$ cat config.mk
export PLATFORM = sky130hd
export DESIGN_NAME = mffd_front
export DESIGN_NICKNAME = d
export VERILOG_FILES = /design/src/rtl/mffd_pkg.sv /design/src/rtl/mffd_front.sv
export SDC_FILE = /design/constraint.sdc
export NUM_CORES = 1
export LEC_CHECK = 0
export ABC_AREA = 1
export CORE_UTILIZATION = 59
export DETAILED_ROUTE_END_ITERATION = 8
export DONT_BUFFER_PORTS = 1
export GPL_ROUTABILITY_DRIVEN = 0
export PLACE_DENSITY = 0.84
export SYNTH_ARGS = -nofsm -noshare
export SYNTH_HDL_FRONTEND = slang
export SYNTH_SLANG_ARGS = --single-unit
$ cat constraint.sdc
create_clock -name clk -period 5.68 [get_ports clk]
set_clock_uncertainty 0.2 [all_clocks]
set_input_delay 0.852 -clock clk [delete_from_list [all_inputs] [get_ports clk]]
set_output_delay 0.852 -clock clk [all_outputs]
set_load 0.005 [all_outputs]
$ cat src/rtl/mffd_pkg.sv
`default_nettype none
package mffd_pkg;

	// block defaults
	localparam int MOTOR_COUNT_DEF     = 4;
	localparam int COUNTS_PER_TURN_DEF = 8192;
	localparam int HALF_TURN_DEF       = 4096;

	// queue between front and back
	localparam int QUEUE_DEPTH = 2;

	// field widths
	localparam int IDENT_W    = 11;
	localparam int LENGTH_W   = 4;
	localparam int WORD_W     = 16;
	localparam int INDEX_W    = 2;
	localparam int ASCALE_W   = 24;
	localparam int VSCALE_W   = 17;
	localparam int CSCALE_W   = 17;
	localparam int CFG_DATA_W = 24;
	localparam int CFG_IDX_W  = 2;

	// accepted frame length
	localparam logic [LENGTH_W-1:0] FRAME_LENGTH_OK = 4'd8;

	// register indexes
	localparam logic [CFG_IDX_W-1:0] REG_BASE_IDENT = 2'd0;
	localparam logic [CFG_IDX_W-1:0] REG_ANGLE      = 2'd1;
	localparam logic [CFG_IDX_W-1:0] REG_VELOCITY   = 2'd2;
	localparam logic [CFG_IDX_W-1:0] REG_CURRENT    = 2'd3;

	// register reset values
	localparam logic [IDENT_W-1:0]  BASE_IDENT_RST = 11'd513;
	localparam logic [ASCALE_W-1:0] ANGLE_RST      = 24'd383930;
	localparam logic [VSCALE_W-1:0] VELOCITY_RST   = 17'd3413;
	localparam logic [CSCALE_W-1:0] CURRENT_RST    = 17'd80000;

	// one classified frame waiting for the arithmetic
	typedef struct packed {
		logic [INDEX_W-1:0]       motor_index;
		logic signed [WORD_W-1:0] turn;
		logic signed [WORD_W-1:0] position;
		logic signed [WORD_W-1:0] speed;
		logic signed [WORD_W-1:0] current;
	} entry_t;

	// scale registers seen by the back end
	typedef struct packed {
		logic [ASCALE_W-1:0] angle;
		logic [VSCALE_W-1:0] velocity;
		logic [CSCALE_W-1:0] current;
	} scale_cfg_t;

endpackage
`default_nettype wire

$ cat src/rtl/mffd_front.sv
`default_nettype none
module mffd_front #(
	parameter int MOTOR_COUNT = mffd_pkg::MOTOR_COUNT_DEF,
	parameter int HALF_TURN   = mffd_pkg::HALF_TURN_DEF
) (
	input  wire logic                                 clk,
	input  wire logic                                 arst_n,
	input  wire logic                                 in_valid,
	output logic                                      in_ready,
	input  wire logic [mffd_pkg::IDENT_W-1:0]         frame_identifier,
	input  wire logic [mffd_pkg::LENGTH_W-1:0]        frame_length,
	input  wire logic signed [mffd_pkg::WORD_W-1:0]   position_word,
	input  wire logic signed [mffd_pkg::WORD_W-1:0]   speed_word,
	input  wire logic signed [mffd_pkg::WORD_W-1:0]   current_word,
	input  wire logic [mffd_pkg::IDENT_W-1:0]         base_identifier,
	output logic                                      push_valid,
	input  wire logic                                 push_ready,
	output mffd_pkg::entry_t                          push_data
);

	localparam int MIDX_W = (MOTOR_COUNT > 1) ? $clog2(MOTOR_COUNT) : 1;
	localparam int DIFF_W = mffd_pkg::WORD_W + 1;
	localparam logic signed [DIFF_W-1:0] HALF_POS = DIFF_W'(HALF_TURN);
	localparam logic signed [DIFF_W-1:0] HALF_NEG = -DIFF_W'(HALF_TURN);

	logic signed [mffd_pkg::WORD_W-1:0] prev_pos_q [MOTOR_COUNT];
	logic signed [mffd_pkg::WORD_W-1:0] turn_q     [MOTOR_COUNT];

	logic [mffd_pkg::IDENT_W:0]         offset;
	logic                               frame_ok;
	logic                               in_fire;
	logic [MIDX_W-1:0]                  midx;
	logic signed [DIFF_W-1:0]           step;
	logic signed [mffd_pkg::WORD_W-1:0] turn_cur;
	logic signed [mffd_pkg::WORD_W-1:0] turn_next;

	// queue space decides acceptance; rejected frames are simply dropped
	assign in_ready = push_ready;
	assign in_fire  = in_valid && push_ready;

	// identifier window and length check
	always_comb begin
		offset   = {1'b0, frame_identifier} - {1'b0, base_identifier};
		frame_ok = (frame_length == mffd_pkg::FRAME_LENGTH_OK) && !offset[mffd_pkg::IDENT_W]
			&& (offset[mffd_pkg::IDENT_W-1:0] < mffd_pkg::IDENT_W'(MOTOR_COUNT));
		midx     = offset[MIDX_W-1:0];
	end

	// encoder step and turn count update
	always_comb begin
		turn_cur  = turn_q[midx];
		step      = DIFF_W'(position_word) - DIFF_W'(prev_pos_q[midx]);
		turn_next = turn_cur;
		if (step > HALF_POS) begin
			turn_next = turn_cur - 16'sd1;
		end else if (step < HALF_NEG) begin
			turn_next = turn_cur + 16'sd1;
		end
	end

	// per-motor state
	always_ff @(posedge clk or negedge arst_n) begin
		if (!arst_n) begin
			for (int i = 0; i < MOTOR_COUNT; i++) begin
				prev_pos_q[i] <= '0;
				turn_q[i]     <= '0;
			end
		end else if (in_fire && frame_ok) begin
			prev_pos_q[midx] <= position_word;
			turn_q[midx]     <= turn_next;
		end
	end

	// classified transaction toward the queue
	always_comb begin
		push_valid            = in_fire && frame_ok;
		push_data.motor_index = offset[mffd_pkg::INDEX_W-1:0];
		push_data.turn        = turn_next;
		push_data.position    = position_word;
		push_data.speed       = speed_word;
		push_data.current     = current_word;
	end

endmodule
`default_nettype wire

Word level (Yosys, flattened, before mapping)

Index checks and enable logic that the tools add are counted.

$mul: 0
Reductions and logical operators: 6
Div/mod/pow operators: 0
Bitwise logic cells: 1
Shift-type cells: 0
Multiplexer cells: 12
Add/subtract/negate cells: 4
Order comparisons: 5
Equal/unequal tests: 1

Operators by type and width:

| cell                  | number |
|---|---|
| $bwmux 64             | 2 |
| $mux 16               | 7 |
| $bmux 16 s2           | 2 |
| $demux 16 s2          | 1 |
| $gt 17x14->1 const B  | 1 |
| $lt 17x13->1 const B  | 1 |
| $sub 16x16->17        | 1 |
| $add 16x2->16 const B | 1 |
| $sub 16x2->16 const B | 1 |
| $sub 11x11->12        | 1 |
| $lt 11x3->1 const B   | 1 |
| $logic_and 1x1->1     | 5 |
| $eq 4x4->1 const B    | 1 |
| $ge 3x3->1 const B    | 1 |
| $lt 3x1->1 const B    | 1 |
| $not 2->3             | 1 |
| $logic_not 1->1       | 1 |

Latch bits: 0
Output and inout port bits: 68
Bits of input ports: 78
Register bits after elaboration: 128
Memories kept: 0
Logic and storage cells: 37
RAM bits: 0
Memory bits (read-only): 0

Logic depth before layout (Yosys ltp)

Depth in word-level cells: 10
Depth in mapped cells: 31

Worst setup path before layout

Ideal clock, no wire load.

Path type: input-to-output
Start point: in frame_identifier[0] in the netlist's numbering
End point: out push_data[49] in the netlist's numbering
Cell stages on the path: 24
Required time: 4.628 ns
Data arrival time: 4.622 ns
Setup slack: 0.006 ns
Cells stage by stage: inv_1 -> ha_1 -> inv_1 -> fa_1 -> buf_6 -> nand2_4 -> inv_2 -> clkbuf_1 -> clkbuf_1 -> a221oi_1 -> ha_1 -> fa_1 -> inv_1 -> nand3_1 -> nand2_1 -> nand3_1 -> nand3_1 -> nand2_1 -> nand3_1 -> nand2_2 -> inv_2 -> buf_2 -> nand3_1 -> and2_1

RTL lines:

| element            | line             | RTL |
|---|---|---|
| start: declaration | mffd_front.sv:10 | `input wire logic [mffd_pkg::IDENT_W-1:0] frame_identifier,` |
| end: declaration   | mffd_front.sv:18 | `output mffd_pkg::entry_t push_data` |

==> key figures <==
Setup path
  • CP max FO: 30
  • Critical Path End Type: output port
  • Crit path required time: about 4.6 ns
  • Startpoint Class: input pin
  • Critical path class: in -> out
  • Worst Path Arrival: 4.45 ns

Yosys
  • Synth cell count leaders: nand2_1, inv_1, dfrtp_1
  • Syn_nets: about 1.7k
  • Number of synthesized flops with an enable pin: 0
  • Top-area cell type share of the netlist area: a little under a third
  • Post-Syn Instances: 1594
  • Synthesis Warnings: 0
  • Post-Syn Area: 0.0103 mm²
  • Cell variety after synth: 47
  • Avg Cell Area, Syn: 6.47 µm²
  • Register area share after synthesis: between 30% and 40%
  • Top_reg_cell synth: dfrtp_1
  • Area leader, netlist: dfrtp_1
  • Asr flop ratio synth: 100%
  • Synthesized flop and latch total: between 100 and 150
  • Most frequent cell after synthesis: nand2_1
  • Synth top area cells: dfrtp_1, nand2_1, inv_1

Clock network
  • CTS Buf Count: 17
  • Root Buffer: clkbuf_16
  • CTS tree: yes
  • CTS clk-pin slew, worst paths: approximately 0.070 ns
  • H-Tree Depth: 4
  • Clock sink total: about 130
  • Worst-Skew Late Latency: 0.43 ns
  • CTS Buffer Depth: 2

Drt
  • ANT nets after route: 0
  • Total wire length: 28.1 mm
  • Pre-Repair DR Iteration Count: 6
  • DRC viols: 0
  • Total number of vias: between 9k and 10k
  • DRT iter0 DRCs: roughly 1.1k
  • DR WL/cell: between 15 and 20 µm
  • Vias per inst: around 5.6

Die
  • Row count: 47
  • Die Ht: about 130 µm
  • Die X: approximately 130 µm
  • Top Ports: roughly 150
  • Die area: 0.0180 mm²
  • Initial Util: about 61%
  • Total core area: 0.0168 mm²

Placement
  • Area post-placement: just over 0.01 mm²
  • PortBufs: 0
  • Hpwl dp: approximately 19 mm

Timing
  • Actual slew at the worst max-slew pin: about 0.86 ns
  • Final setup vio count: 0
  • Period utilisation layout: approximately 97%
  • Fmax: ~180 MHz
  • Slew HR: a little over two fifths
  • Fin. max-slew vios: 0
  • Final hold violations: 0
  • Setup TNS: 0 ns
  • Fin crit period: approximately 5.5 ns

Finish
  • Final-stage net count: around 1.7k
  • Multi-input logic area: 0.00546 mm²
  • Layout cells sized above 1: a little over a tenth
  • Register area: 0.00320 mm²
  • Final instance area: approximately 0.011 mm²
  • Area grow syn2layout: 5.61%
  • Fill cell count: 1454
  • Antenna diodes: 0

Global route
  • Initial antenna violation count: 0
  • Global-route usage over all layers: 32.2%
  • Gr ovfl total: 0
  • Vias in the first global route: 9508
  • First-pass GRT wire length: 46.2 mm
  • Pin count of the biggest net entering global routing: 129

Power and ir drop
  • VDD IR-drop max: ~0.26 mV
  • Pleak: around 0.0063 µW
  • Pwr Density: 237 mW/mm²

Outcome
  • Status: finished clean

Flow run
  • Max Cap Viol: 0

Worst hold path
  • HP Class: in -> async
-- registers in the layout, indices dropped and copies added (netlist names) --
signal,flops
prev_pos_q,64
turn_q,64
-- repair_timing --
action / CTS / global route
endpoints found under the hold margin: 128 / 0
endpoints found under the setup margin: 0 / 16
buffers inserted: 0 / 2
hold buffers: 1 / 0
resized for setup: 0 / 36
-- per-layer routing --
| layer | wire length [µm] | share of wire (%) | track usage [%] |
|---|---|---|---|
| met1 | 11000 | 39 | 39.8 |
| met2 | 13400 | 47 | 54.1 |
| met5 | 0 | 0 | 0 |
| met4 | 1040 | 3.7 | 13.6 |
| met3 | 2690 | 9.6 | 7.45 |
-- critical path, cell delays in order --
cell,delay (ns)
inv_1,0.03
ha_1,0.16
inv_2,0.06
fa_2,0.66
nor2_4,0.07
buf_12,0.18
a22oi_1,0.24
o221ai_1,0.18
ha_1,0.39
nand2_1,0.15
inv_1,0.06
a21oi_1,0.24
nand3_1,0.13
nand2_1,0.07
nand2_1,0.06
nor2_1,0.19
nand2_4,0.14
buf_8,0.17
nand3b_1,0.08
nand2_1,0.07
nand2_2,0.10
and2_1,0.15
-- worst paths after layout --
path                                      from              to  slack [ns]  depth (start not counted)
min in group clk                    turn_q[55]      turn_q[55]        0.28                          2
hold reg to reg                     turn_q[55]      turn_q[55]        0.28                          2
setup reg to reg                 prev_pos_q[0]      turn_q[35]        2.37                         20
setup / recovery           frame_identifier[0]   push_data[49]        0.18                         22
max in group asynchronous               arst_n  prev_pos_q[58]        4.54                          1
hold / removal                          arst_n       turn_q[0]        0.13                          1
-- layout make-up --
| type | instances | share of cell area [%] |
|---|---|---|
| multi-input cells | 1090 | 50.1 |
| clock buffers | 17 | 3.91 |
| flip-flops and latches | 128 | 29.4 |
| repair buffers | 33 | 3.10 |
| inverters | 274 | 9.55 |
| well taps | 220 | 2.53 |
| clock inverters | 15 | 1.38 |
-- per-stage QoR --
step / setup WS [ns] / hold WS [ns] / total power [µW] / utilization (%) / cells
global route: -0.0385 / 0.238 / 2660 / 64.8 / 1777
finish: 0.175 / 0.133 / 2580 / 64.8 / 1777
global placement: 0.209 / 0.261 / 1440 / 60.1 / 1741
detailed placement: 0.150 / 0.266 / 1450 / 60.1 / 1741
floorplan: 0.00630 / 0.249 / 1320 / - / 1594
CTS: 0.143 / 0.229 / 2540 / 63.7 / 1774
-- cell families (layout without fill, tap and decap cells) --
group,after synthesis,count (layout),share of synthesized area [%]
AND/OR/NAND/NOR,984,984,42.2
XOR/XNOR,22,22,1.94
AO/OA/AOI/OAI,53,53,3.68
buffers and inverters,376,339,17.3
adder cells (fa/ha/maj),31,31,3.91
flip-flops,128,128,31.1
-- cell usage in the layout (no fill, tap or decap), types with 8 or more instances in the layout --
cell type | netlist | layout
a22oi_1 | 13 | 9
buf_4 | 58 | 25
clkbuf_16 | 0 | 18
dfrtp_1 | 128 | 128
ha_1 | 29 | 26
inv_1 | 260 | 259
inv_2 | 8 | 9
nand2_1 | 637 | 632
nand2_2 | 26 | 27
nand3_1 | 116 | 115
nand3_2 | 8 | 9
nand4_1 | 84 | 84
nor2_1 | 66 | 62
nor2_2 | 16 | 18
nor2_4 | 6 | 8
o221ai_1 | 13 | 11
xor2_1 | 18 | 18
-- power breakdown --
part | internal [µW] | total (µW) | switching [µW]
sequential | 912 | 913 | 0.304
combinational | 164 | 580 | 416
clock | 616 | 1090 | 470
total | 1690 | 2580 | 886
No activity file was read; power rests on OpenSTA's default activity.
