$ cat config.mk
export PLATFORM = sky130hd
export DESIGN_NAME = mffd_queue
export DESIGN_NICKNAME = d
export VERILOG_FILES = /design/src/rtl/mffd_pkg.sv /design/src/rtl/mffd_queue.sv
export SDC_FILE = /design/constraint.sdc
export NUM_CORES = 1
export LEC_CHECK = 0
export BUFFER_PORTS_ARGS = -buffer_cell sky130_fd_sc_hd__buf_4
export CORE_MARGIN = 2
export CORE_UTILIZATION = 40
export DETAILED_ROUTE_END_ITERATION = 6
export PLACE_DENSITY = 0.65
export SLEW_MARGIN = 30
export SYNTH_ARGS = -nofsm -noshare
export SYNTH_HDL_FRONTEND = slang
export SYNTH_SLANG_ARGS = --single-unit
$ cat constraint.sdc
create_clock -name clk -period 5.2 [get_ports clk]
set_clock_uncertainty 0.2 [all_clocks]
set_input_delay 0.26 -clock clk [delete_from_list [all_inputs] [get_ports clk]]
set_output_delay 0.26 -clock clk [all_outputs]
set_load 0.005 [all_outputs]
$ cat src/rtl/mffd_pkg.sv
`default_nettype none
package mffd_pkg;

	// block defaults
	localparam int MOTOR_COUNT_DEF     = 4;
	localparam int COUNTS_PER_TURN_DEF = 8192;
	localparam int HALF_TURN_DEF       = 4096;

	// queue between front and back
	localparam int QUEUE_DEPTH = 2;

	// field widths
	localparam int IDENT_W    = 11;
	localparam int LENGTH_W   = 4;
	localparam int WORD_W     = 16;
	localparam int INDEX_W    = 2;
	localparam int ASCALE_W   = 24;
	localparam int VSCALE_W   = 17;
	localparam int CSCALE_W   = 17;
	localparam int CFG_DATA_W = 24;
	localparam int CFG_IDX_W  = 2;

	// accepted frame length
	localparam logic [LENGTH_W-1:0] FRAME_LENGTH_OK = 4'd8;

	// register indexes
	localparam logic [CFG_IDX_W-1:0] REG_BASE_IDENT = 2'd0;
	localparam logic [CFG_IDX_W-1:0] REG_ANGLE      = 2'd1;
	localparam logic [CFG_IDX_W-1:0] REG_VELOCITY   = 2'd2;
	localparam logic [CFG_IDX_W-1:0] REG_CURRENT    = 2'd3;

	// register reset values
	localparam logic [IDENT_W-1:0]  BASE_IDENT_RST = 11'd513;
	localparam logic [ASCALE_W-1:0] ANGLE_RST      = 24'd383930;
	localparam logic [VSCALE_W-1:0] VELOCITY_RST   = 17'd3413;
	localparam logic [CSCALE_W-1:0] CURRENT_RST    = 17'd80000;

	// one classified frame waiting for the arithmetic
	typedef struct packed {
		logic [INDEX_W-1:0]       motor_index;
		logic signed [WORD_W-1:0] turn;
		logic signed [WORD_W-1:0] position;
		logic signed [WORD_W-1:0] speed;
		logic signed [WORD_W-1:0] current;
	} entry_t;

	// scale registers seen by the back end
	typedef struct packed {
		logic [ASCALE_W-1:0] angle;
		logic [VSCALE_W-1:0] velocity;
		logic [CSCALE_W-1:0] current;
	} scale_cfg_t;

endpackage
`default_nettype wire

$ cat src/rtl/mffd_queue.sv
`default_nettype none
module mffd_queue (
	input  wire logic       clk,
	input  wire logic       arst_n,
	input  wire logic       push_valid,
	output logic            push_ready,
	input  wire mffd_pkg::entry_t push_data,
	output logic            pop_valid,
	input  wire logic       pop_ready,
	output mffd_pkg::entry_t pop_data
);

	localparam int DEPTH  = mffd_pkg::QUEUE_DEPTH;
	localparam int PTR_W  = (DEPTH > 1) ? $clog2(DEPTH) : 1;
	localparam int CNT_W  = $clog2(DEPTH + 1);
	localparam logic [PTR_W-1:0] LAST = PTR_W'(DEPTH - 1);

	mffd_pkg::entry_t  slot_q [DEPTH];
	logic [PTR_W-1:0]  wr_ptr_q;
	logic [PTR_W-1:0]  rd_ptr_q;
	logic [CNT_W-1:0]  count_q;
	logic              do_push;
	logic              do_pop;

	assign push_ready = (count_q != CNT_W'(DEPTH));
	assign pop_valid  = (count_q != '0);
	assign pop_data   = slot_q[rd_ptr_q];
	assign do_push    = push_valid && push_ready;
	assign do_pop     = pop_valid && pop_ready;

	// storage
	always_ff @(posedge clk) begin
		if (do_push) begin
			slot_q[wr_ptr_q] <= push_data;
		end
	end

	// pointers and fill count
	always_ff @(posedge clk or negedge arst_n) begin
		if (!arst_n) begin
			wr_ptr_q <= '0;
			rd_ptr_q <= '0;
			count_q  <= '0;
		end else begin
			if (do_push) begin
				wr_ptr_q <= (wr_ptr_q == LAST) ? '0 : wr_ptr_q + 1'b1;
			end
			if (do_pop) begin
				rd_ptr_q <= (rd_ptr_q == LAST) ? '0 : rd_ptr_q + 1'b1;
			end
			if (do_push && !do_pop) begin
				count_q <= count_q + 1'b1;
			end else if (do_pop && !do_push) begin
				count_q <= count_q - 1'b1;
			end
		end
	end

endmodule
`default_nettype wire

# Word level (Yosys, flattened, before mapping)
# Memories as Yosys holds them, arrays and structs flattened.
# Index checks and enable logic that the tools add are counted.
# word_totals
ff_bits	4
ramBits	132
in_bits	70
output_inout_bits	68
elab_cells	23
mem_count	1
# op_classes
n_addsub	4
n_eq_ne	1
mux	6
reduce_logical	8
# mem_list
name	depth	word_bits	read_ports	rd_ports_with_merged_regs	write_ports	line_no	rtl
slot_q	2	66	1	0	1	mffd_queue.sv:18	mffd_pkg::entry_t slot_q [DEPTH];
# op_table
operator	n
$logic_and 1x1->1	4
$mux 1	4
$mux 2	2
$reduce_bool 2->1	2
$add 1x1->1 const B	2
$add 2x1->2 const B	1
$logic_not 1->1	2
$ne 2x2->1 const B	1
$sub 2x1->2 const B	1

# Logic depth before layout (Yosys ltp)
# Gate-level depths: netlist of run 1.
# logic_depth
word_depth	6
depth_mapped	7
depth_no_buf	7

# Worst setup path after synthesis of run 1
# Ideal clock, no wire load.
# synth_timing
kind	reg-to-reg
start	reg count_q[0]
end	mem slot_q[0][0] in the netlist's numbering, enable pin
setup_time_ns	0.490
arrival_ns	3.408
required_time_ns	4.510
slack_ns	1.101
stages_incl_launch_ff	4
n_path_buf	0
period_less_slack_ns	4.099
cell_sequence	dfrtp_1 -> nand2b_1 -> nand2_1 -> nor2_1
# synth_via
elab_chain_cells	4
# synth_lines
element	line_no	rtl
start, declared	mffd_queue.sv:21	logic [CNT_W-1:0] count_q;
start signal, assigned	mffd_queue.sv:52	count_q <= count_q + 1'b1;
start signal, assigned	mffd_queue.sv:54	count_q <= count_q - 1'b1;
$ne 2x2->1	mffd_queue.sv:25	assign push_ready = (count_q != CNT_W'(DEPTH));
via push_ready	mffd_queue.sv:6	output logic push_ready,
$logic_and 1x1->1	mffd_queue.sv:28	assign do_push = push_valid && push_ready;
$mux 1	mffd_queue.sv:33	if (do_push) begin
$mux 1 (not written as such)	mffd_queue.sv:34	slot_q[wr_ptr_q] <= push_data;
end, declared	mffd_queue.sv:18	
# The timed path passes the listed nets, and every way through them passes these cells.

==> results of run 1 <==
==> metal layers <==
| metal | global-route usage, % | vias to the layer above | wire (um) |
|---|---|---|---|
| li1 | - | 1328 | - |
| met1 | 15.9 | 1378 | 3790 |
| met2 | 23.6 | 99 | 4660 |
| met3 | 4.46 | 16 | 544 |
| met4 | 7.76 | 0 | 169 |
| met5 | 0 | - | 0 |
==> power breakdown <==
group          leakage, nW  internal, W  switching (W)  total [W]
Combinational         1.42     0.000721       0.000458    0.00118
Sequential            1.27      0.00150       0.000113    0.00162
Clock                0.275     0.000696       0.000395    0.00109
Total                 2.97      0.00292       0.000967    0.00389
==> worst max path at each step <==
stage	end	slack [ns]	depth (start not counted)
5_1_grt	slot_q[0][9]	2.65	5
2_1_floorplan	slot_q[0][0]	1.10	3
6_report	pop_data[37]	2.75	3
4_1_cts	slot_q[0][9]	2.51	4
3_3_place_gp	slot_q[0][12]	2.62	4
3_5_place_dp	slot_q[0][8]	2.52	4
==> worst max-delay path, cell delays in order, from the launching register on <==
cell	delay (ns)
dfrtp_4	0.73
buf_16	0.31
mux2_2	0.38
buf_4	0.14
==> layout by cell type, fill, tap and decap left out <==
| cell | count |
|---|---|
| and3_4 | 1 |
| buf_12 | 1 |
| buf_16 | 2 |
| buf_4 | 138 |
| clkbuf_1 | 5 |
| clkbuf_16 | 17 |
| clkbuf_8 | 7 |
| clkinv_1 | 1 |
| clkinv_2 | 2 |
| dfrtp_1 | 3 |
| dfrtp_4 | 1 |
| dlygate4sd3_1 | 69 |
| edfxtp_1 | 132 |
| ha_1 | 1 |
| inv_1 | 1 |
| mux2_2 | 36 |
| mux2_4 | 30 |
| nand2_1 | 2 |
| nand2b_1 | 1 |
| nor2_1 | 1 |
| nor2_4 | 1 |
| or2_2 | 1 |
| xnor2_1 | 3 |
| xor2_1 | 2 |
==> kinds of logic after synthesis <==
family	after synthesis	synth area share, %
flops	136	80.2
xor+xnor	5	0.864
buf+inv	8	1.18
mux	66	16.9
fa+ha+maj	1	0.247
simple gates	7	0.667
==> cell type report <==
class / instances / area (um^2) / share of cell area (%)
inverters: 1 / 3.75 / 0.0494
well taps: 172 / 215 / 2.83
repair buffers: 210 / 1800 / 23.7
clock inverters: 3 / 13.8 / 0.181
multi-input cells: 79 / 958 / 12.6
clock buffers: 29 / 541 / 7.11
flip-flops and latches: 136 / 4070 / 53.5
==> flip-flops by register name, indices dropped and copies added, names as in the netlist <==
name / cells
slot_q: 132
wr_ptr_q: 1
rd_ptr_q: 1
count_q: 2
==> metrics by stage <==
step	std cells	worst slack, ns	cell area, um^2	hold slack (ns)	utilization [%]
floorplan	223	1.10	5070	-0.236	-
global placement	526	2.62	6280	-0.141	50.2
detailed placement	527	2.52	6310	-0.136	50.4
CTS	628	2.51	7550	0.0300	60.3
global route	630	2.65	7600	0.0612	60.7
finish	630	2.75	7600	0.0517	60.7
==> timing repair <==
action,CTS,global route
setup endpoints to repair,0,0
hold buffers,69,0
hold endpoints to repair,137,0
==> run summary, run 1 <==
The post-CTS clock slew at the launch and capture registers of the worst setup and hold paths is 0.05 ns. In this run the worst setup path begins at rd_ptr_q. The terminating pin of the worst hold path is wr_ptr_q. Synthesis produced a netlist whose cell count is 223.

The worst-path maximum fanout came out at 40. The net count of the finished layout is 516. In this run the clock root is driven by a clkbuf_16.

Yosys mapped a number of flops with a built-in enable equal to 132. Of the cells placed in the final design, the portion with a size suffix greater than 1 is 51.7%. The growth of design area from synthesis to finish is 49.9%. The power per unit of standard cell area came out at 511 nW/um^2. The number of input and output port buffers inserted is 137. The average instance in the mapped netlist occupies 22.7 um^2.

The post-synthesis cell type count came out at 16. The critical path is of the reg2out type. After legalization and detailed placement, the total HPWL measured 5.41 mm. The number of antenna diodes in the final layout is 0.

The net count after synthesis is 294. Setup violations remaining at the end of the flow were counted as 0. Across every metal layer, demand over resource in global routing totals 14.0%. The routed design has 9.16 mm of wire. The die footprint is 13600 um^2.

Across the VDD grid, the largest voltage drop is 0.000292 V. The flow ran to the end, and the final reports show no timing, DRC or antenna violations. Entering global routing, the biggest net connects 67 pins.

The post-synthesis instance area came out at 5070 um^2. The worst setup path is launched from a register. The largest buffer count on any clock path is 2. The starting density of the core came out at 40.5%. The global-route wire length before repair is 14.0 mm. The fraction of the yosys area taken by sequential cells came out at 80.2%. Static timing analysis puts the maximum clock frequency at 0.409 GHz. The biggest area contributor in the post-synthesis netlist is edfxtp_1. In the finished design, the share of the clock period the worst path needs comes to 47.0%. The data arrival time of the worst path is 1.99 ns. The fraction of registers with async set or reset after synthesis came out at 2.94%.

The number of sinks on the clock net came out at 136. The count of max-cap constraint violations came out at 0. The vertical extent of the die is 117 um. The H-tree was split into 4 levels.

Setup repair after global routing left no endpoint under its margin. The leakage power is 2.97 nW. The capturing element type of the critical path is an output pin. The width of the chip is 117 um. The number of hold violations in the final report was 0. In this run the critical register-to-register path is captured at slot_q[0][9]. Dividing the detail-routed via count by the number of cells gives 4.48.

In the final routed layout, each cell accounts on average for 14.5 um. The power after layout is 0.00389 W. The total overflow reported by the global router is 0. The number of antenna violations at the first check in global routing is 0. The flip-flop and latch count after synthesis came out at 136. The cell depth of the worst hold path is 3. The worst register-to-register path begins at count_q[0]. For this run, design rule violations remaining after detail routing come to 0.

The transition at the pin with the smallest max-transition slack came out at 0.507 ns. TritonCTS built the clock tree. The post-detailed-route count of antenna-violating nets came out at 0.

In this run the most critical hold path is launched from push_valid. The number of placement rows came out at 41. The headroom to the max-slew limit came out at 66.2%.

The post-cts repair resize count came out at 0. The post-CTS setup buffer count is 0. The weighted congestion at the end of routability-driven global placement is 0.645. TritonCTS created 17 clock buffers. The max-slew violation count came out at 0. The number of placed I/O pins came out at 138. The internal reg-to-reg setup slack is 2.84 ns. The final route contains 2821 vias. In the synthesized netlist, the cells that appear most often are 132 x edfxtp_1, 36 x mux2_2, 30 x mux2_4, 4 x dfrtp_1. The yosys synthesis warning count came out at 0. For the worst-skew pair, the clock arrives at the later sink with an insertion delay of 0.40 ns. Adding up every negative setup slack in the final design gives 0 ns.

The core box area is 12500 um^2. The most common flop cell mapped by yosys is edfxtp_1. The clock period minus final worst setup slack came out at 2.45 ns. The number of cell instances on the worst register-to-register path is 5. The critical path required time came out at 4.74 ns. The count of routing violations after the opening detailed-route iteration came out at 115. The share of synthesized area in the top cell type comes to 78.2%.

edfxtp_1 is the most common cell in the netlist. The number of inserted filler cells in the final layout is 962. Yosys attributes the largest share of cell area to edfxtp_1 78%, mux2_4 8.9%, mux2_2 8.0%, dfrtp_1 2.0%, buf_6 0.67%. The number of global-route vias before repair was 2966. The worst hold path belongs to the class in2reg.

The number of iterations in the first detailed-routing pass came out at 4.
Note: power is estimated with default switching activity, not from simulation.
==> run 2, diff against run 1 <==
--- a/config.mk
+++ b/config.mk
@@ -9,7 +9,7 @@
 export CORE_MARGIN = 2
 export CORE_UTILIZATION = 40
 export DETAILED_ROUTE_END_ITERATION = 6
-export PLACE_DENSITY = 0.65
+export PLACE_DENSITY = 0.67
 export SLEW_MARGIN = 30
 export SYNTH_ARGS = -nofsm -noshare
 export SYNTH_HDL_FRONTEND = slang
==> constraint.sdc (replaced) <==
create_clock -name clk -period 1.99 [get_ports clk]
set_clock_uncertainty 0.2 [all_clocks]
set_input_delay 0.0995 -clock clk [delete_from_list [all_inputs] [get_ports clk]]
set_output_delay 0.0995 -clock clk [all_outputs]
set_load 0.005 [all_outputs]
==> run 2 against run 1 <==
Final cell count up 1.1%. Register-to-register slack worse by 2.6 ns. Total power rose to 2.7 times the previous value. Die area unchanged. Sequential power rose to 2.5 times the previous value. Critical path type unchanged. Worst setup slack worse by 2.7 ns. Largest power group unchanged. Combinational power rose to 2.8 times the previous value.
==> run summary, run 2 (synthesis gave the netlist of run 1 again) <==
The number of antenna violations at the first check in global routing came to 0. The maximum number of pins on one net before global-route repair is 52. The power after layout is 0.0105 W. The smallest setup slack after layout is 0.0792 ns. Setup repair after global routing could not meet its margin everywhere. The average vias per placed instance is 4.48. The share of the clock period used by the worst path after layout came out at 96.0%. Port buffering added 137 buffers. The number of sinks on the clock net came out at 136. The power per unit of standard cell area came out at 1360 nW/um^2. The count of routing violations after the opening detailed-route iteration came out at 115.

Leaving out fill and tap cells, the most frequent cell in the layout is buf_4. The total overflow reported by the global router came out at 0. The number of hold violations in the final report is 0. The core box area came out at 12500 um^2.

The maximum achievable frequency came out at 0.523 GHz. The source of the worst register-to-register timing path is count_q[1]. The antenna cell count came out at 0. The leakage power came out at 3.02 nW. The width of the chip came out at 117 um. The count of max-cap constraint violations is 0. The flow ran to the end, and the final reports show no timing, DRC or antenna violations.

At the pin with the least slew margin, the transition time is 0.306 ns. The routed wirelength normalized by instance count came out at 15.3 um. Leaving out fill and tap cells, the most frequent cells in the layout are 142 x buf_4, 132 x edfxtp_1, 70 x dlygate4sd3_1, 36 x mux2_2, 30 x mux2_4. The number of placed I/O pins came out at 138.

The sequential group share of total power is 39.4%. The accumulated negative setup slack is 0 ns. In this run the deepest clock path goes through 2 buffers.

For this configuration, the core starts out at a cell density of 40.5%. The global-route wire length before repair is 14.5 mm. The die is 117 um tall.

The critical path required time is 1.69 ns. The detailed-placement wirelength estimate is 5.81 mm. The final layout contains 523 nets. For hold timing, the worst endpoint is slot_q[1][46]. The placed instance area is 6400 um^2. The part of the power in combinational logic came out at 31.9%. The worst setup path is launched from a register. Along the worst path, the maximum fanout reaches 23. The post-detailed-route DRC marker count is 0.

The capturing element type of the critical path is an output pin. The count of nets left with antenna violations once routing finished came out at 0. In this run the register-to-register setup slack is 0.23 ns. For this design the total switching power over the nets is 0.00262 W. Clock latency on the worst-skew pair, taken at its later pin, is 0.41 ns. The H-tree generated during clock tree synthesis spans 4 levels.

The share of post-route cells with drive strength above 1 is 52.5%. The tree is rooted in a clkbuf_16. The weighted congestion at the end of routability-driven global placement came out at 0.698.

The max-slew violation count is 0. The post-layout utilization of the core came out at 61.5%. The proportion of total power due to net switching came out at 25.0%.

The worst-case IR drop observed on VDD is 0.000718 V. Counting cells, the worst reg-to-reg path comes to 5. The startpoint identified for the worst hold timing path is push_data[46]. The internal portion of the total power is 0.00786 W. Of the total power, the clock network draws 28.8%.

The number of placement rows is 41. The number of flip-flops under the largest register name came out at 132. The final standard cell area without fillers came out at 7700 um^2. The clock period minus final worst setup slack came out at 1.91 ns. Counting instances, the worst hold path has a depth of 2. The combined global-route utilization of all metal layers is 14.9%.

The number of iterations in the first detailed-routing pass came out at 4. The total routed wirelength is 9.74 mm. The floorplan step defined a die boundary enclosing 13600 um^2. The headroom to the max-slew limit is 79.6%. The overall via count from detail_route is 2855.

Ranked by flip-flop count, first place goes to slot_q. The path class of the tightest hold or removal check is in2reg. The worst setup timing slack at the placement stage is 0.245 ns. At the worst endpoint, the arrival time is 1.61 ns. TritonCTS built the clock tree.

The count of final setup violators is 0. The number of global-route vias before repair came to 3023. The largest registers in the layout are slot_q (132), count_q (2). Post-CTS repair changed the size of 0 cells. The clock buffer count from CTS came out at 17. The worst register-to-register path ends at count_q[1]. The post-CTS clock slew at the launch and capture registers of the worst setup and hold paths came out at 0.06 ns.

The worst setup path is of the reg2out kind. The growth of design area from synthesis to finish came out at 51.8%.
## run 2: final cells by class
class	instances	area, um^2
Sequential cell	136	4070
Tap cell	172	215
Clock inverter	12	133
Clock buffer	20	437
Fill cell	951	4820
Multi-Input combinational cell	79	973
Inverter	1	3.75
Timing Repair Buffer	217	1870
## run 2: power groups by stage
stage	clock [W]	combinational [W]	sequential (W)
5_1_grt	0.00320	0.00363	0.00419
3_3_place_gp	0	0.00317	0.00421
2_1_floorplan	0	0.00176	0.00411
3_5_place_dp	0	0.00319	0.00425
4_1_cts	0.00310	0.00342	0.00414
6_report	0.00302	0.00334	0.00413
## run 2: worst max-delay path, cell delays in order (launching register included)
cell,delay (ns)
dfrtp_4,0.49
buf_12,0.20
mux2_2,0.36
buf_4,0.14
## run 2: routing by layer
layer | vias to the layer above | global-route usage, % | part of all wire [%]
met3 | 23 | 5.60 | 6.1
li1 | 1338 | - | -
met5 | - | 0 | 0
met4 | 0 | 8.55 | 2.5
met1 | 1396 | 14.5 | 37
met2 | 98 | 27.0 | 54
## run 2: how the worst max path moves through the flow
stage	start	cells past startpoint	slack (ns)	to
detailed placement	count_q[1]	5	0.24	count_q[1]
finish	rd_ptr_q	3	0.08	pop_data[3]
global route	rd_ptr_q	3	-0.005	pop_data[4]
floorplan	count_q[0]	3	-0.22	slot_q[0][0]
CTS	rd_ptr_q	3	0.04	pop_data[4]
global placement	rd_ptr_q	3	0.33	pop_data[41]
## run 2: what timing repair did
action                                  CTS  global route
hold buffers                             70             0
setup buffers                             3             0
endpoints found under the setup margin   51             3
endpoints found under the hold margin   139             0
## run 2: metrics by stage
step / cells / hold WS (ns)
3_3_place_gp: 532 / -0.300
5_1_grt: 637 / 0.194
6_report: 637 / 0.205
4_1_cts: 637 / 0.187
2_1_floorplan: 223 / -0.396
3_5_place_dp: 532 / -0.298
==> run 3, diff against run 2 <==
--- a/config.mk
+++ b/config.mk
@@ -6,6 +6,7 @@
 export NUM_CORES = 1
 export LEC_CHECK = 0
 export BUFFER_PORTS_ARGS = -buffer_cell sky130_fd_sc_hd__buf_4
+export CORE_ASPECT_RATIO = 0.5
 export CORE_MARGIN = 2
 export CORE_UTILIZATION = 40
 export DETAILED_ROUTE_END_ITERATION = 6
==> run 3 against run 2 <==
Via count rose by 0.32%. Worst hold slack improved by 0.016 ns. Register-to-register slack barely moved. Maximum frequency fell by 1.2%. Highest routed layer unchanged. Combinational power barely moved.
==> run summary, run 3 (synthesis gave the netlist of run 1 again) <==
The run finished with clean final reports. The first detailed-routing pass ran for 6 iterations. The clock latency on the worst-skew pair came out at 0.40 ns. The growth of design area from synthesis to finish came out at 52.9%.

The average vias per placed instance is 4.53. Summed over all layers, the routed wires come to 10.1 mm. Power spread over the standard cell area amounts to 1390 nW/um^2. The worst hold path belongs to the class in2reg. The register cell area after layout came out at 4070 um^2. Setup repair after global routing left no endpoint under its margin. The post-detailed-route DRC marker count is 0. The transition at the pin with the smallest max-transition slack came out at 0.312 ns. The data arrival time of the worst path is 1.63 ns.

Counting flops per register, the top entry is slot_q. The H-tree generated during clock tree synthesis spans 4 levels. The maximum VDD drop is 0.000840 V. Measured against its own limit, the worst slew margin works out to 79.2%. In the layout the commonest cells are 139 x buf_4, 132 x edfxtp_1, 70 x dlygate4sd3_1, 36 x mux2_2, 30 x mux2_4. The vertical extent of the die came out at 83.6 um.

The clock buffer count from CTS came out at 17. The number of sinks on the clock net is 136. In the final layout, the registers with the most flip-flops are slot_q (132), count_q (2). The post-CTS clock slew at the launch and capture registers of the worst setup and hold paths is 0.06 ns. The largest buffer count on any clock path came out at 2. The final standard cell count with taps included and fillers excluded is 632. The routed wirelength normalized by instance count is 15.9 um. The weighted congestion at the end of routability-driven global placement is 0.703. The global-route wire length before repair came out at 15.5 mm. The worst setup path is launched from a register.

The global routing stage identified its most utilized layer as met2. The final standard cell area without fillers came out at 7750 um^2. Along the worst path, the maximum fanout reaches 27.

Summed over all layers, the global routing overflow is 0. TritonCTS built the clock tree. For this block, the initial DRC count from the detailed router was 122. The capturing element type of the critical path is an output pin. The met2 capacity usage during global routing came out at 28.9%. Cells with a size suffix above 1 make up 53.2% of the layout. The post-detailed-route count of antenna-violating nets came out at 0. The register with the most flip-flops in the layout has 132 of them. The starting density of the core is 40.5%. The number of global-route vias before repair is 3151.

The maximum achievable frequency is 0.517 GHz. The count of max-cap constraint violations is 0. The width of the chip came out at 163 um.

The critical path is of the reg2out type. The maximum number of pins on one net before global-route repair came out at 35. The core box area is 12500 um^2. Setup violations remaining at the end of the flow were counted as 0.

The leakage power came out at 3.03 nW. The final critical path takes up 97.2% of the cycle. CTS placed an instance of clkbuf_16 at the clock tree root. The number of hold violations in the final report is 0. The critical path required time came out at 1.69 ns. The number of input and output port buffers inserted is 137.

The placed instance area came out at 6400 um^2. Leaving out fill and tap cells, the most frequent cell in the layout is buf_4. Fill cells in the final layout number 901.

Gates resized during post-CTS repair numbered 0. The post-layout utilization of the core is 61.9%. The combined global-route utilization of all metal layers came out at 15.3%. The max-slew violation count is 0. Global routing used 3.87% of the available met3 tracks. Global routing used 15.6% of the available met1 tracks. The final route contains 2864 vias. The die footprint came out at 13600 um^2. The number of nets in the finished design is 521. The number of antenna violations at the first check in global routing came to 0. The area of the multi-input gates came out at 970 um^2. The clock period minus final worst setup slack came out at 1.93 ns. The detailed-placement wirelength estimate came out at 6.34 mm. The antenna cell count is 0. The number of placed instances, taps included, is 529. The floorplan has 29 rows. The number of placed I/O pins came out at 138.
==> run 3: changes by cell type in the layout (fill, tap and decap cells not counted) <==
cell	delta
clkinv_2	-2
clkbuf_1	-3
bufinv_16	+2
and3_4	-1
and3_2	+1
clkinv_4	+1
clkinvlp_4	+3
buf_4	-3
clkinv_1	-2
buf_12	+1
==> run 3: what timing repair did <==
action                                  in CTS  in global routing
endpoints found under the setup margin      49                  0
hold buffers                                70                  0
setup buffers                                2                  0
hold endpoints to repair                   144                  0
==> run 3: final timing paths <==
check / slack, ns / depth (start not counted) / end / from
setup / recovery: 0.06 / 3 / pop_data[46] / rd_ptr_q
hold / removal: 0.22 / 2 / slot_q[0][60] / push_data[60]
setup reg to reg: 0.23 / 6 / count_q[1] / count_q[1]
hold reg to reg: 0.35 / 1 / wr_ptr_q / wr_ptr_q
max in group asynchronous: 1.01 / 3 / rd_ptr_q / arst_n
min in group asynchronous: 0.39 / 3 / wr_ptr_q / arst_n
==> run 3: through the flow <==
step	hold WS [ns]	total power (W)	TNS, ns	setup slack (ns)
after floorplan	-0.396	0.00587	-18.88	-0.216
after global placement	-0.304	0.00732	0	0.317
after detailed placement	-0.299	0.00743	0	0.235
after CTS	0.201	0.0109	0	0.0449
after global routing	0.206	0.0112	0	0.00179
final	0.221	0.0108	0	0.0561
==> run 3: worst max-delay path: stages (launching register included) <==
cell     delay, ns
dfrtp_4       0.48
buf_12        0.23
mux2_2        0.37
buf_4         0.14
==> run 3: layout make-up <==
class | count | share of cell area, %
multi-input combinational | 79 | 12.5
tap | 170 | 2.74
clock buffer | 17 | 5.49
inverter | 1 | 0.0484
clock inverter | 14 | 2.66
sequential | 136 | 52.5
timing repair buffer | 215 | 24.1
==> run 3: layer usage <==
layer	share of wire (%)	wire length (um)
met5	0	0
met4	2.3	235
met3	3.6	362
met2	57	5760
met1	37	3720
==> run 3: report_power, final <==
part | switching, W | internal, W
sequential | 0.000208 | 0.00392
clock | 0.00109 | 0.00220
combinational | 0.00137 | 0.00198
